$ cat config.mk
export PLATFORM = sky130hd
export DESIGN_NAME = banked_gpio_register_block
export DESIGN_NICKNAME = d
export VERILOG_FILES = /design/src/sv/bgrb_pkg.sv /design/src/sv/banked_gpio_register_block.sv
export VERILOG_INCLUDE_DIRS = /design/src /design/src/sv
export SDC_FILE = /design/constraint.sdc
export NUM_CORES = 2
export LEC_CHECK = 0
export ABC_AREA = 1
export BUFFER_PORTS_ARGS = -buffer_cell sky130_fd_sc_hd__buf_2
export CORE_AREA = 2 2 369 371
export DETAILED_ROUTE_END_ITERATION = 8
export DIE_AREA = 0 0 371 373
export PLACE_DENSITY = 0.58
export SLEW_MARGIN = 0
export SYNTH_ARGS = -nofsm -noshare
export SYNTH_HDL_FRONTEND = slang
export SYNTH_SLANG_ARGS = --single-unit
export TNS_END_PERCENT = 30
$ cat constraint.sdc
create_clock -name clk -period 3.8 [get_ports clk]
set_input_delay 0.38 -clock clk [delete_from_list [all_inputs] [get_ports clk]]
set_output_delay 0.38 -clock clk [all_outputs]
set_load 0.03 [all_outputs]
$ cat src/sv/assert_macros.svh
// ----------------------------------------------------------------------------
// Assertion macros
// Shared concurrent assertion wrappers, clocked on clk and off during reset.
// ----------------------------------------------------------------------------
`ifndef ASSERT_MACROS_SVH
`define ASSERT_MACROS_SVH

// Property checked at every rising edge of clk while rst_n is high.
`define ASSERT_CLK(label, prop, msg) \
  label: assert property (@(posedge clk) disable iff (!rst_n) (prop)) else $error(msg);

// Implication checked at every rising edge of clk while rst_n is high.
`define ASSERT_IMP(label, ante, cons, msg) \
  label: assert property (@(posedge clk) disable iff (!rst_n) (ante) |-> (cons)) \
    else $error(msg);

`endif

$ cat src/sv/bgrb_pkg.sv
// ----------------------------------------------------------------------------
// Banked GPIO register block package
// Bank geometry, address decode codes, pad bit positions and the alias helper.
// ----------------------------------------------------------------------------
`default_nettype none

package bgrb_pkg;

  localparam int BANK0_PINS = 28;
  localparam int BANK1_PINS = 6;
  localparam int BANK2_PINS = 20;
  localparam int NUM_BANKS  = 3;
  localparam int NUM_PINS   = BANK0_PINS + BANK1_PINS + BANK2_PINS;
  localparam int PIN_W      = $clog2(NUM_PINS);

  localparam int ADDR_W  = 16;
  localparam int DATA_W  = 32;
  localparam int FSEL_W  = 5;
  localparam int PAD_W   = 8;

  localparam logic [PAD_W-1:0] PAD_RESET = 8'h80;
  localparam int PAD_OUTDIS_BIT   = 7;
  localparam int PAD_PULLUP_BIT   = 3;
  localparam int PAD_PULLDOWN_BIT = 2;

  localparam logic OP_READ  = 1'b0;
  localparam logic OP_WRITE = 1'b1;

  localparam logic [1:0] REGION_CTRL = 2'd0;
  localparam logic [1:0] REGION_OUT  = 2'd1;
  localparam logic [1:0] REGION_PAD  = 2'd2;
  localparam logic [1:0] REGION_NONE = 2'd3;

  localparam logic [1:0] ALIAS_NONE = 2'd0;
  localparam logic [1:0] ALIAS_XOR  = 2'd1;
  localparam logic [1:0] ALIAS_SET  = 2'd2;
  localparam logic [1:0] ALIAS_CLR  = 2'd3;

  localparam logic [9:0] OREG_LEVEL  = 10'd0;
  localparam logic [9:0] OREG_ENABLE = 10'd1;
  localparam logic [9:0] OREG_IN     = 10'd2;

  function automatic int bank_pins(input int b);
    return (b == 0) ? BANK0_PINS : ((b == 1) ? BANK1_PINS : BANK2_PINS);
  endfunction

  function automatic int bank_base(input int b);
    return (b == 0) ? 0 : ((b == 1) ? BANK0_PINS : BANK0_PINS + BANK1_PINS);
  endfunction

  function automatic logic [DATA_W-1:0] alias_apply(input logic [DATA_W-1:0] cur,
                                                    input logic [DATA_W-1:0] data,
                                                    input logic [1:0]        kind);
    logic [DATA_W-1:0] res;
    case (kind)
      ALIAS_NONE: res = data;
      ALIAS_XOR:  res = cur ^ data;
      ALIAS_SET:  res = cur | data;
      default:    res = cur & ~data;
    endcase
    return res;
  endfunction

endpackage

`default_nettype wire

$ cat src/sv/banked_gpio_register_block.sv
// ----------------------------------------------------------------------------
// Banked GPIO register block
// Three-bank GPIO register file with function select, output, alias and pad
// registers; one bus read or write per transaction.
// ----------------------------------------------------------------------------
//  channel | ports                                   | handshake
//  --------+-----------------------------------------+------------------------
//  input   | in_op in_word_address in_write_data ... | start & !busy
//  result  | out_read_data out_*_mask                | out_valid, one cycle
//
//  From start to out_valid a transaction passes the input register, then
//  decode/update with the result register and the function select memory
//  read port.  One transaction per cycle sustained; busy is always low.
//  Masks reflect the state after the transaction.
//  Synchronous active-low reset restores the state registers but not fsel_mem.
//  The receiver cannot stall; results are not held.
// ----------------------------------------------------------------------------
`default_nettype none

module banked_gpio_register_block (
  input  logic                                clk,
  input  logic                                rst_n,
  input  logic                                start,
  output logic                                busy,
  input  logic                                in_op,
  input  logic [bgrb_pkg::ADDR_W-1:0]         in_word_address,
  input  logic [bgrb_pkg::DATA_W-1:0]         in_write_data,
  input  logic [bgrb_pkg::NUM_PINS-1:0]       in_pin_levels,
  output logic                                out_valid,
  output logic [bgrb_pkg::DATA_W-1:0]         out_read_data,
  output logic [bgrb_pkg::NUM_PINS-1:0]       out_drive_enable_mask,
  output logic [bgrb_pkg::NUM_PINS-1:0]       out_drive_level_mask,
  output logic [bgrb_pkg::NUM_PINS-1:0]       out_pull_up_mask,
  output logic [bgrb_pkg::NUM_PINS-1:0]       out_pull_down_mask
);

  `include "assert_macros.svh"

  localparam int NP = bgrb_pkg::NUM_PINS;
  localparam int DW = bgrb_pkg::DATA_W;
  localparam int PW = bgrb_pkg::PIN_W;
  localparam int NB = bgrb_pkg::NUM_BANKS;

  // input register
  logic                          in_fire;
  logic                          vld_r;
  logic                          op_r;
  logic [bgrb_pkg::ADDR_W-1:0]   addr_r;
  logic [DW-1:0]                 data_r;
  logic [NP-1:0]                 lvl_r;

  // state
  logic [bgrb_pkg::FSEL_W-1:0]   fsel_mem [NP];
  logic [NP-1:0]                 fsel_vld_r;
  logic [bgrb_pkg::PAD_W-1:0][NP-1:0] pad_r;
  logic [DW-1:0]                 volt_r [NB];
  logic [NP-1:0]                 out_lvl_r;
  logic [NP-1:0]                 out_en_r;
  logic [NP-1:0]                 out_lvl_nxt;
  logic [NP-1:0]                 out_en_nxt;

  // result register
  logic                          out_vld_r;
  logic [DW-1:0]                 rd_r;
  logic [DW-1:0]                 rd_nxt;
  logic                          fsel_sel_r;
  logic [bgrb_pkg::FSEL_W-1:0]   fsel_q_r;

  // decode
  logic [1:0]                    region;
  logic [1:0]                    bank;
  logic [11:0]                   woff;
  logic [11:0]                   woff_m1;
  logic [1:0]                    akind;
  logic [9:0]                    oreg;
  logic                          hit;
  logic [PW-1:0]                 base;
  logic [11:0]                   npins;
  logic                          ctl_ok;
  logic                          pad_ok;
  logic                          volt_ok;
  logic                          op_wr;
  logic                          wr;
  logic                          rd;
  logic [PW-1:0]                 fsel_idx;
  logic [PW-1:0]                 pad_idx;
  logic [DW-1:0]                 bank_lvl [NB];
  logic [DW-1:0]                 bank_en  [NB];
  logic [DW-1:0]                 bank_in  [NB];
  logic [DW-1:0]                 pad_rd;

  assign busy    = 1'b0;
  assign in_fire = start && !busy;

  always_ff @(posedge clk) begin
    if (!rst_n) begin
      vld_r <= 1'b0;
    end else begin
      vld_r <= in_fire;
    end
    if (in_fire) begin
      op_r   <= in_op;
      addr_r <= in_word_address;
      data_r <= in_write_data;
      lvl_r  <= in_pin_levels;
    end
  end

  assign region  = addr_r[15:14];
  assign bank    = addr_r[13:12];
  assign woff    = addr_r[11:0];
  assign woff_m1 = woff - 12'd1;
  assign akind   = woff[11:10];
  assign oreg    = woff[9:0];
  assign hit     = vld_r && (region != bgrb_pkg::REGION_NONE) && (bank != 2'd3);
  assign op_wr   = (op_r == bgrb_pkg::OP_WRITE);
  assign wr      = hit && op_wr;
  assign rd      = hit && (op_r == bgrb_pkg::OP_READ);

  always_comb begin
    unique case (bank)
      2'd0:    begin
        base  = PW'(bgrb_pkg::bank_base(0));
        npins = 12'(bgrb_pkg::bank_pins(0));
      end
      2'd1:    begin
        base  = PW'(bgrb_pkg::bank_base(1));
        npins = 12'(bgrb_pkg::bank_pins(1));
      end
      default: begin
        base  = PW'(bgrb_pkg::bank_base(2));
        npins = 12'(bgrb_pkg::bank_pins(2));
      end
    endcase
  end

  assign ctl_ok   = (region == bgrb_pkg::REGION_CTRL) && woff[0] && ({1'b0, woff[11:1]} < npins);
  assign volt_ok  = (region == bgrb_pkg::REGION_PAD) && (woff == 12'd0);
  assign pad_ok   = (region == bgrb_pkg::REGION_PAD) && (woff != 12'd0) && (woff_m1 < npins);
  assign fsel_idx = base + woff[PW:1];
  assign pad_idx  = base + woff_m1[PW-1:0];

  // per-bank views and next values of the output registers
  for (genvar b = 0; b < NB; b++) begin : g_bank
    localparam int BB = bgrb_pkg::bank_base(b);
    localparam int BN = bgrb_pkg::bank_pins(b);
    logic bsel;

    assign bsel        = wr && (region == bgrb_pkg::REGION_OUT) && (bank == 2'(b));
    assign bank_lvl[b] = DW'(out_lvl_r[BB +: BN]);
    assign bank_en[b]  = DW'(out_en_r[BB +: BN]);
    assign bank_in[b]  = DW'(lvl_r[BB +: BN]);

    assign out_lvl_nxt[BB +: BN] = (bsel && (oreg == bgrb_pkg::OREG_LEVEL))
      ? BN'(bgrb_pkg::alias_apply(bank_lvl[b], data_r, akind)) : out_lvl_r[BB +: BN];
    assign out_en_nxt[BB +: BN]  = (bsel && (oreg == bgrb_pkg::OREG_ENABLE))
      ? BN'(bgrb_pkg::alias_apply(bank_en[b], data_r, akind)) : out_en_r[BB +: BN];
  end

  always_comb begin
    for (int k = 0; k < bgrb_pkg::PAD_W; k++) begin
      pad_rd[k] = pad_r[k][pad_idx];
    end
    pad_rd[DW-1:bgrb_pkg::PAD_W] = '0;
  end

  always_comb begin
    rd_nxt = '0;
    if (rd) begin
      unique case (region)
        bgrb_pkg::REGION_OUT: begin
          if (akind == bgrb_pkg::ALIAS_NONE) begin
            if (oreg == bgrb_pkg::OREG_LEVEL) begin
              rd_nxt = bank_lvl[bank];
            end else if (oreg == bgrb_pkg::OREG_ENABLE) begin
              rd_nxt = bank_en[bank];
            end else if (oreg == bgrb_pkg::OREG_IN) begin
              rd_nxt = bank_in[bank];
            end
          end
        end
        bgrb_pkg::REGION_PAD: begin
          if (volt_ok) begin
            rd_nxt = volt_r[bank];
          end else if (pad_ok) begin
            rd_nxt = pad_rd;
          end
        end
        default: rd_nxt = '0;
      endcase
    end
  end

  // state update
  always_ff @(posedge clk) begin
    if (!rst_n) begin
      fsel_vld_r <= '0;
      for (int k = 0; k < bgrb_pkg::PAD_W; k++) begin
        pad_r[k] <= {NP{bgrb_pkg::PAD_RESET[k]}};
      end
      for (int b = 0; b < NB; b++) begin
        volt_r[b] <= '0;
      end
      out_lvl_r  <= '0;
      out_en_r   <= '0;
    end else begin
      out_lvl_r <= out_lvl_nxt;
      out_en_r  <= out_en_nxt;
      if (wr && ctl_ok) begin
        fsel_vld_r[fsel_idx] <= 1'b1;
      end
      if (wr && volt_ok) begin
        volt_r[bank] <= data_r;
      end
      if (wr && pad_ok) begin
        for (int k = 0; k < bgrb_pkg::PAD_W; k++) begin
          pad_r[k][pad_idx] <= data_r[k];
        end
      end
    end
  end

  // function select memory
  always_ff @(posedge clk) begin
    if (wr && ctl_ok) begin
      fsel_mem[fsel_idx] <= data_r[bgrb_pkg::FSEL_W-1:0];
    end
    if (rd && ctl_ok) begin
      fsel_q_r <= fsel_mem[fsel_idx];
    end
  end

  // result register
  always_ff @(posedge clk) begin
    if (!rst_n) begin
      out_vld_r  <= 1'b0;
      fsel_sel_r <= 1'b0;
    end else begin
      out_vld_r  <= vld_r;
      fsel_sel_r <= rd && ctl_ok && fsel_vld_r[fsel_idx];
    end
    rd_r <= rd_nxt;
  end

  assign out_valid             = out_vld_r;
  assign out_read_data         = fsel_sel_r ? DW'(fsel_q_r) : rd_r;
  assign out_drive_enable_mask = out_en_r & ~pad_r[bgrb_pkg::PAD_OUTDIS_BIT];
  assign out_drive_level_mask  = out_lvl_r;
  assign out_pull_up_mask      = pad_r[bgrb_pkg::PAD_PULLUP_BIT];
  assign out_pull_down_mask    = pad_r[bgrb_pkg::PAD_PULLDOWN_BIT];

  `ASSERT_IMP(a_result_follows, $past(in_fire, 2) && $past(rst_n), out_valid, "transaction lost")
  `ASSERT_IMP(a_no_extra_result, out_valid, $past(in_fire, 2), "result without transaction")
  `ASSERT_IMP(a_write_reads_zero, out_valid && $past(op_wr), out_read_data == '0, "write data")
  `ASSERT_CLK(a_fsel_vld_sticky, ($past(fsel_vld_r) & ~fsel_vld_r) == '0, "valid bit cleared")

endmodule

`default_nettype wire

== Yosys cells after proc, flatten, opt, wreduce, memory -nomap -nowiden ==
Memories as Yosys holds them, arrays and structs flattened. A register that Yosys moved wholly into a read port is not among the register bits.
Cells that the tools add are included.
W data, S select, Z words.
Word-level totals
  flip-flop bits (word level): 732
  bits in writable memories: 366
  input bits: 106
  output and inout port bits: 250
  logic and storage cells: 167
  memories: 2
Memory list
  fsel_mem: words 54, width 5, rd ports 1, clocked after memory_dff 1, write ports 1, line banked_gpio_register_block.sv:53  | logic [bgrb_pkg::FSEL_W-1:0] fsel_mem [NP];
  volt_r: words 3, width 32, rd ports 1, clocked after memory_dff 1, write ports 3, line banked_gpio_register_block.sv:56  | logic [DW-1:0] volt_r [NB];
Operators by class
  add/sub/neg operators: 3
  $lt $le $gt $ge: 7
  equal/unequal tests: 10
  mux-type cells: 65
  bitwise gates (word level): 24
  reduce and logical (&&, ||, !) cells: 33
Operator list (number)
  $bwmux W54: 8
  $mux W32: 13
  $bmux W32 S2: 3
  $pmux W28 S3: 2
  $pmux W20 S3: 2
  $pmux W32 S2: 1
  $and A28 B28 Y28: 2
  $or A28 B28 Y28: 2
  $xor A28 B28 Y28: 2
  $and A54 B54 Y54: 1
  $bmux W1 S6: 9
  $not A54 Y54: 1
  $or A54 B54 Y54: 1
  $and A20 B20 Y20: 2
  $or A20 B20 Y20: 2
  $xor A20 B20 Y20: 2
  $pmux W6 S3: 2
  $reduce_or A32 Y1: 1
  $not A28 Y28: 1
  $logic_and A1 B1 Y1: 26
  $mux W1: 18
  $lt A6 B7 Y1 const B: 2
  $add A6 B6 Y6: 2
  $and A6 B6 Y6: 2
  other kinds (23): 35

== Logic depth before layout (Yosys ltp) ==
  word-level depth: 10
  depth in mapped cells: 25
  mapped depth without buffers: 21

== Least setup slack after synthesis ==
OpenSTA, ideal clock, no wires.
  path kind: reg2reg
  from: register addr_r[0] (netlist name)
  to: register pad_r (netlist bit out_pull_down_mask[52])
  library setup time: 65 ps
  data arrival time: 4128 ps
  required time: 3735 ps
  setup slack: -392 ps
  stages on the path, launching flop included: 20
  path buffers: 7
  period minus slack after synthesis: 4192 ps
  cells stage by stage: edfxtp_1 > inv_1 > clkbuf_1 > buf_2 > buf_2 > buf_1 > ha_1 > inv_1 > nand2_1 > nand2_1 > fa_1 > buf_2 > inv_1 > nor2_1 > clkbuf_1 > buf_2 > nand3_2 > inv_1 > o21ai_0 > nor2_1
On the way
  word-level cells in the longest chain between the ends: 7
  elaborated cells between the ends (all ways): 13
  classes of those cells: 2 x add/sub; 3 x order compare; 3 x mux; 5 x reduce/logical
Ends and longest elaborated chain
  from (decl): line banked_gpio_register_block.sv:48  | logic [bgrb_pkg::ADDR_W-1:0] addr_r;
  from (signal assigned): line banked_gpio_register_block.sv:103  | addr_r <= in_word_address;
  $sub A12 B1 Y12: line banked_gpio_register_block.sv:112  | assign woff_m1 = woff - 12'd1;
  $add A6 B6 Y6: line banked_gpio_register_block.sv:141  | assign pad_idx = base + woff_m1[PW-1:0];
  $lt A6 B7 Y1 (implied by the code) / $ge A6 B1 Y1 (equally long branches): line banked_gpio_register_block.sv:217  | pad_r[k][pad_idx] <= data_r[k];
  $logic_and A1 B1 Y1 (implied by the code): line banked_gpio_register_block.sv:217
  $mux W1 (implied by the code): line banked_gpio_register_block.sv:217
  $demux W1 S6: line banked_gpio_register_block.sv:217
  $bwmux W54: line banked_gpio_register_block.sv:217
  to (signal, indexed assignment): line banked_gpio_register_block.sv:199  | pad_r[k] <= {NP{bgrb_pkg::PAD_RESET[k]}};
  to (signal, indexed assignment): line banked_gpio_register_block.sv:217
  to (decl): line banked_gpio_register_block.sv:55  | logic [bgrb_pkg::PAD_W-1:0][NP-1:0] pad_r;
Parallel ways exist; a longest one is shown, timed or not.
A chain may end at the register's enable or synchronous reset.

== Final worst setup path ==
  from: register addr_r[1] (netlist name)
  to: register rd_r[1]
On the way
  word-level cells in the longest chain between the ends: 7
  elaborated cells between the ends (all ways): 20
  classes of those cells: 2 x add/sub; 1 x order compare; 2 x eq/ne; 9 x mux; 6 x reduce/logical
Ends and longest elaborated chain
  $sub A12 B1 Y12: line banked_gpio_register_block.sv:112
  $add A6 B6 Y6: line banked_gpio_register_block.sv:141
  $bmux W1 S6: line banked_gpio_register_block.sv:162  | pad_rd[k] = pad_r[k][pad_idx];
  $mux W1 (implied by the code): line banked_gpio_register_block.sv:162
  $mux W8: line banked_gpio_register_block.sv:185  | end else if (pad_ok) begin
  $mux W32: line banked_gpio_register_block.sv:183  | if (volt_ok) begin
  $pmux W32 S2 *: line banked_gpio_register_block.sv:170  | unique case (region)
  to (signal assigned): line banked_gpio_register_block.sv:242  | rd_r <= rd_nxt;
  to (decl): line banked_gpio_register_block.sv:64  | logic [DW-1:0] rd_r;
Every way passes the cells marked *; elsewhere a longest branch is shown, timed or not. The select of a mux whose other input is x is not followed.

==> results.ini <==
[cells_and_area]
ff_latch_area_sq_um=27800
mostFrequentLayoutCell=nor2_1
area_growth_pct=17.9
layout_common_cells=1,324 x nor2_1, 927 x nand2_1, 630 x dfxtp_1, 520 x o21ai_0, 506 x edfxtp_1
layout-drive-gt1-share_pct=14.6
fill_cells=12900
multi_input_area_sq_um=22300
nets=6867
utilization_pct=46.9
fin_area_sq_um=63100
layout.cells.non_filler=8411

[worst_setup_path]
startpoint_type=flop
worstPathArrival_ps=4480
cp.required_ps=4500
regToRegSetupSlack_ps=20
path_class=reg2reg
crit_path_end_kind=flop
r2r.worst_path.cells=16
cp_max_fo=22

[yosys]
synth.largest_area_cell=edfxtp_1
synth_ff_type=dfxtp_1
synth_top_family_by_area=simple AND/OR/NAND/NOR gates
syn_area_sq_um=53500
synth_edf_count=506
yosysWarnings=0
yosysTopAreaCellShare_pct=28.4
yosys.area_share.simple_pct=20.9
synth-xor-area-share_pct=0.164
ys_ff_latch=1137
synth_area_leaders=edfxtp_1 28%, dfxtp_1 24%, nor2_1 9.4%
synthMuxAreaShare_pct=0.145
async_flop_share_pct=0
synth_compound_area_share_pct=14.4
avgSynthCellArea_sq_um=8.77
synthAdderAreaFrac_pct=5.59
yosysSeqAreaShare_pct=52.0
synth.distinct_cells=65
synthCells=6103

[drt]
num_vias=46800
routed_via_density=5.57
drt_iter0_drc=5899
wire_per_inst_um=23.7
drt-total-wl_um=199000
ant_nets=0
first_pass_iters=6
drcViolationCount=0

[floorplanning]
die_y_um=373
ios=356
initial_core_util_pct=39.8
rows=135
core_sq_um=135000
die_w_um=371
die_area_sq_um=138000

[global_route]
overflow=0
grt.total_usage_pct=28.0
grt_pass1_vias=43100
antenna_found_initial=15
grt_max_degree=197
grt_pass1_wl_um=291000

[worst_hold_path]
worstHoldPathType=in2reg
hold_depth=1

[run_status]
status=finished clean

[clocking]
clock_sinks=1137
clk_pin_slew_ps=60
htreeDepth=4
numCtsBuffers=130
cts_tree=yes
clk_latency_ps=790
cts_buffer_depth=3
root_buffer=clkbuf_16

[job]
maxCapViolations=0

[pwr]
powerDensity_nw_per_um2=482
combPwrFrac_pct=16.1
p_seq_share_pct=42.8
p_int_w=0.0215
swShare_pct=29.4
vdd_drop_max_mv=0.327
p_leak_nw=25.9
clkPwrFrac_pct=41.1
p_sw_w=0.00895

[sta]
final-setup-viol-count=0
fmax_ghz=0.265
rsz0062_at_grt=true
min_period_over_period_pct=99.4
slew_headroom_pct=10.9
slew_viol_final=0
finalWorstSetupSlack_ps=24.0
tightest_slew_ps=1340
hold_viol=0
fin_skew_ps=24.7
period_needed_ps=3780

[place]
placed_cells=8050
place.gp.congestion=0.939
place_area_sq_um=57600
place_ws_ps=-373
portBuffers=354
dp_hpwl_um=132000

## layer usage
| layer | global-route usage, % | part of all wire [%] |
|---|---|---|
| met1 | 39.9 | 43 |
| met2 | 42.4 | 44 |
| met5 | 0 | 0.029 |
| met4 | 9.52 | 3.4 |
| met3 | 5.15 | 9.2 |
## flip-flops by register name, indices dropped and copies added (netlist names), 16 cells and up, named ones only
name                  cells
addr_r                   16
data_r                   32
fsel_mem                270
fsel_vld_r               54
lvl_r                    54
out_drive_level_mask     54
out_en_r                 54
out_pull_down_mask       54
out_pull_up_mask         54
pad_r                   324
rd_r                     32
volt_r                  128
## cell families (layout without fill, tap and decap cells)
family	after synthesis	count (layout)
and+or+nand+nor	2648	2648
AOI/OAI and AO/OA	1251	1251
DFF	1137	1137
muxes	7	7
adders and majority gates	238	238
other	1	35
buffers and inverters	811	1304
xor gates and xnor gates	10	10
## worst paths after layout
path | from | end
setup / recovery | addr_r[1] | rd_r[1]
hold / removal | start | lvl_r[49]
hold reg to reg | vld_r | out_valid
setup reg to reg | addr_r[1] | rd_r[1]
## final cells by class
class	instances	area share [%]
Clock inverter	51	0.842
Multi-Input combinational cell	4187	35.3
Tap cell	1781	3.53
Antenna cell	2	0.00793
Timing Repair Buffer	716	8.12
Sequential cell	1137	44.1
Clock buffer	186	5.86
Inverter	351	2.22
## cell usage after synthesis, types with 4 or more instances
cell       number
nand2_1       932
a221oi_1       29
nand3b_1        5
buf_2          23
nand4_1        73
a221o_1         7
clkinv_2       37
nand3_4        40
o21ai_0       525
nor2_2         10
a211oi_1       99
o22ai_1       115
buf_1          29
inv_1         296
o211ai_1       80
o21ai_1        62
nand3_2        14
clkbuf_1      287
edfxtp_1      506
xor2_1          6
a32o_1         33
o221ai_1       44
a21oi_1       134
clkinv_1        7
a22oi_1        65
ha_1          236
o41ai_1         4
xnor2_1         4
nor2_1       1338
buf_12          4
mux2_2          6
a22o_1         14
o2111ai_1      11
clkinv_4        5
or2_2           4
dfxtp_1       631
nand3_1       214
inv_2           6
buf_4         114
a31oi_1        10
## critical path, cell delays in order, from the launching register on
cell	delay [ps]
edfxtp_1	420
inv_1	130
ha_4	210
inv_1	50
ha_1	190
fa_2	500
buf_8	180
nand2_1	190
inv_2	90
buf_12	190
nand3_1	130
nand4_1	320
nand4_1	240
nand4_1	200
o21bai_1	370
nand2_1	110
a21oi_1	160
## power by group through the flow
| stage | Sequential [W] | Clock (W) | Combinational [W] |
|---|---|---|---|
| 6_report | 0.0130 | 0.0125 | 0.00489 |
| 5_1_grt | 0.0130 | 0.0131 | 0.00517 |
| 4_1_cts | 0.0130 | 0.0127 | 0.00465 |
| 3_5_place_dp | 0.0133 | 0 | 0.00450 |
| 3_3_place_gp | 0.0133 | 0 | 0.00448 |
| 2_1_floorplan | 0.0133 | 0 | 0.00252 |
## timing repair
item / CTS / global route
buffers inserted: 4 / 12
hold endpoints to repair: 125 / 0
cloned: 0 / 2
hold buffers: 104 / 0
gates resized for setup: 7 / 18
setup endpoints to repair: 6 / 76
pin swaps: 3 / 7
## per-stage QoR
step | TNS, ps | hold slack, ps | power, W
floorplan | 0 | 407 | 0.0158
global placement | -1050 | 423 | 0.0178
detailed placement | -1200 | 420 | 0.0178
CTS | -144 | 98.5 | 0.0304
global route | -13.8 | 137 | 0.0313
finish | 0 | 97.7 | 0.0305
(Power assumes the default switching activity.)
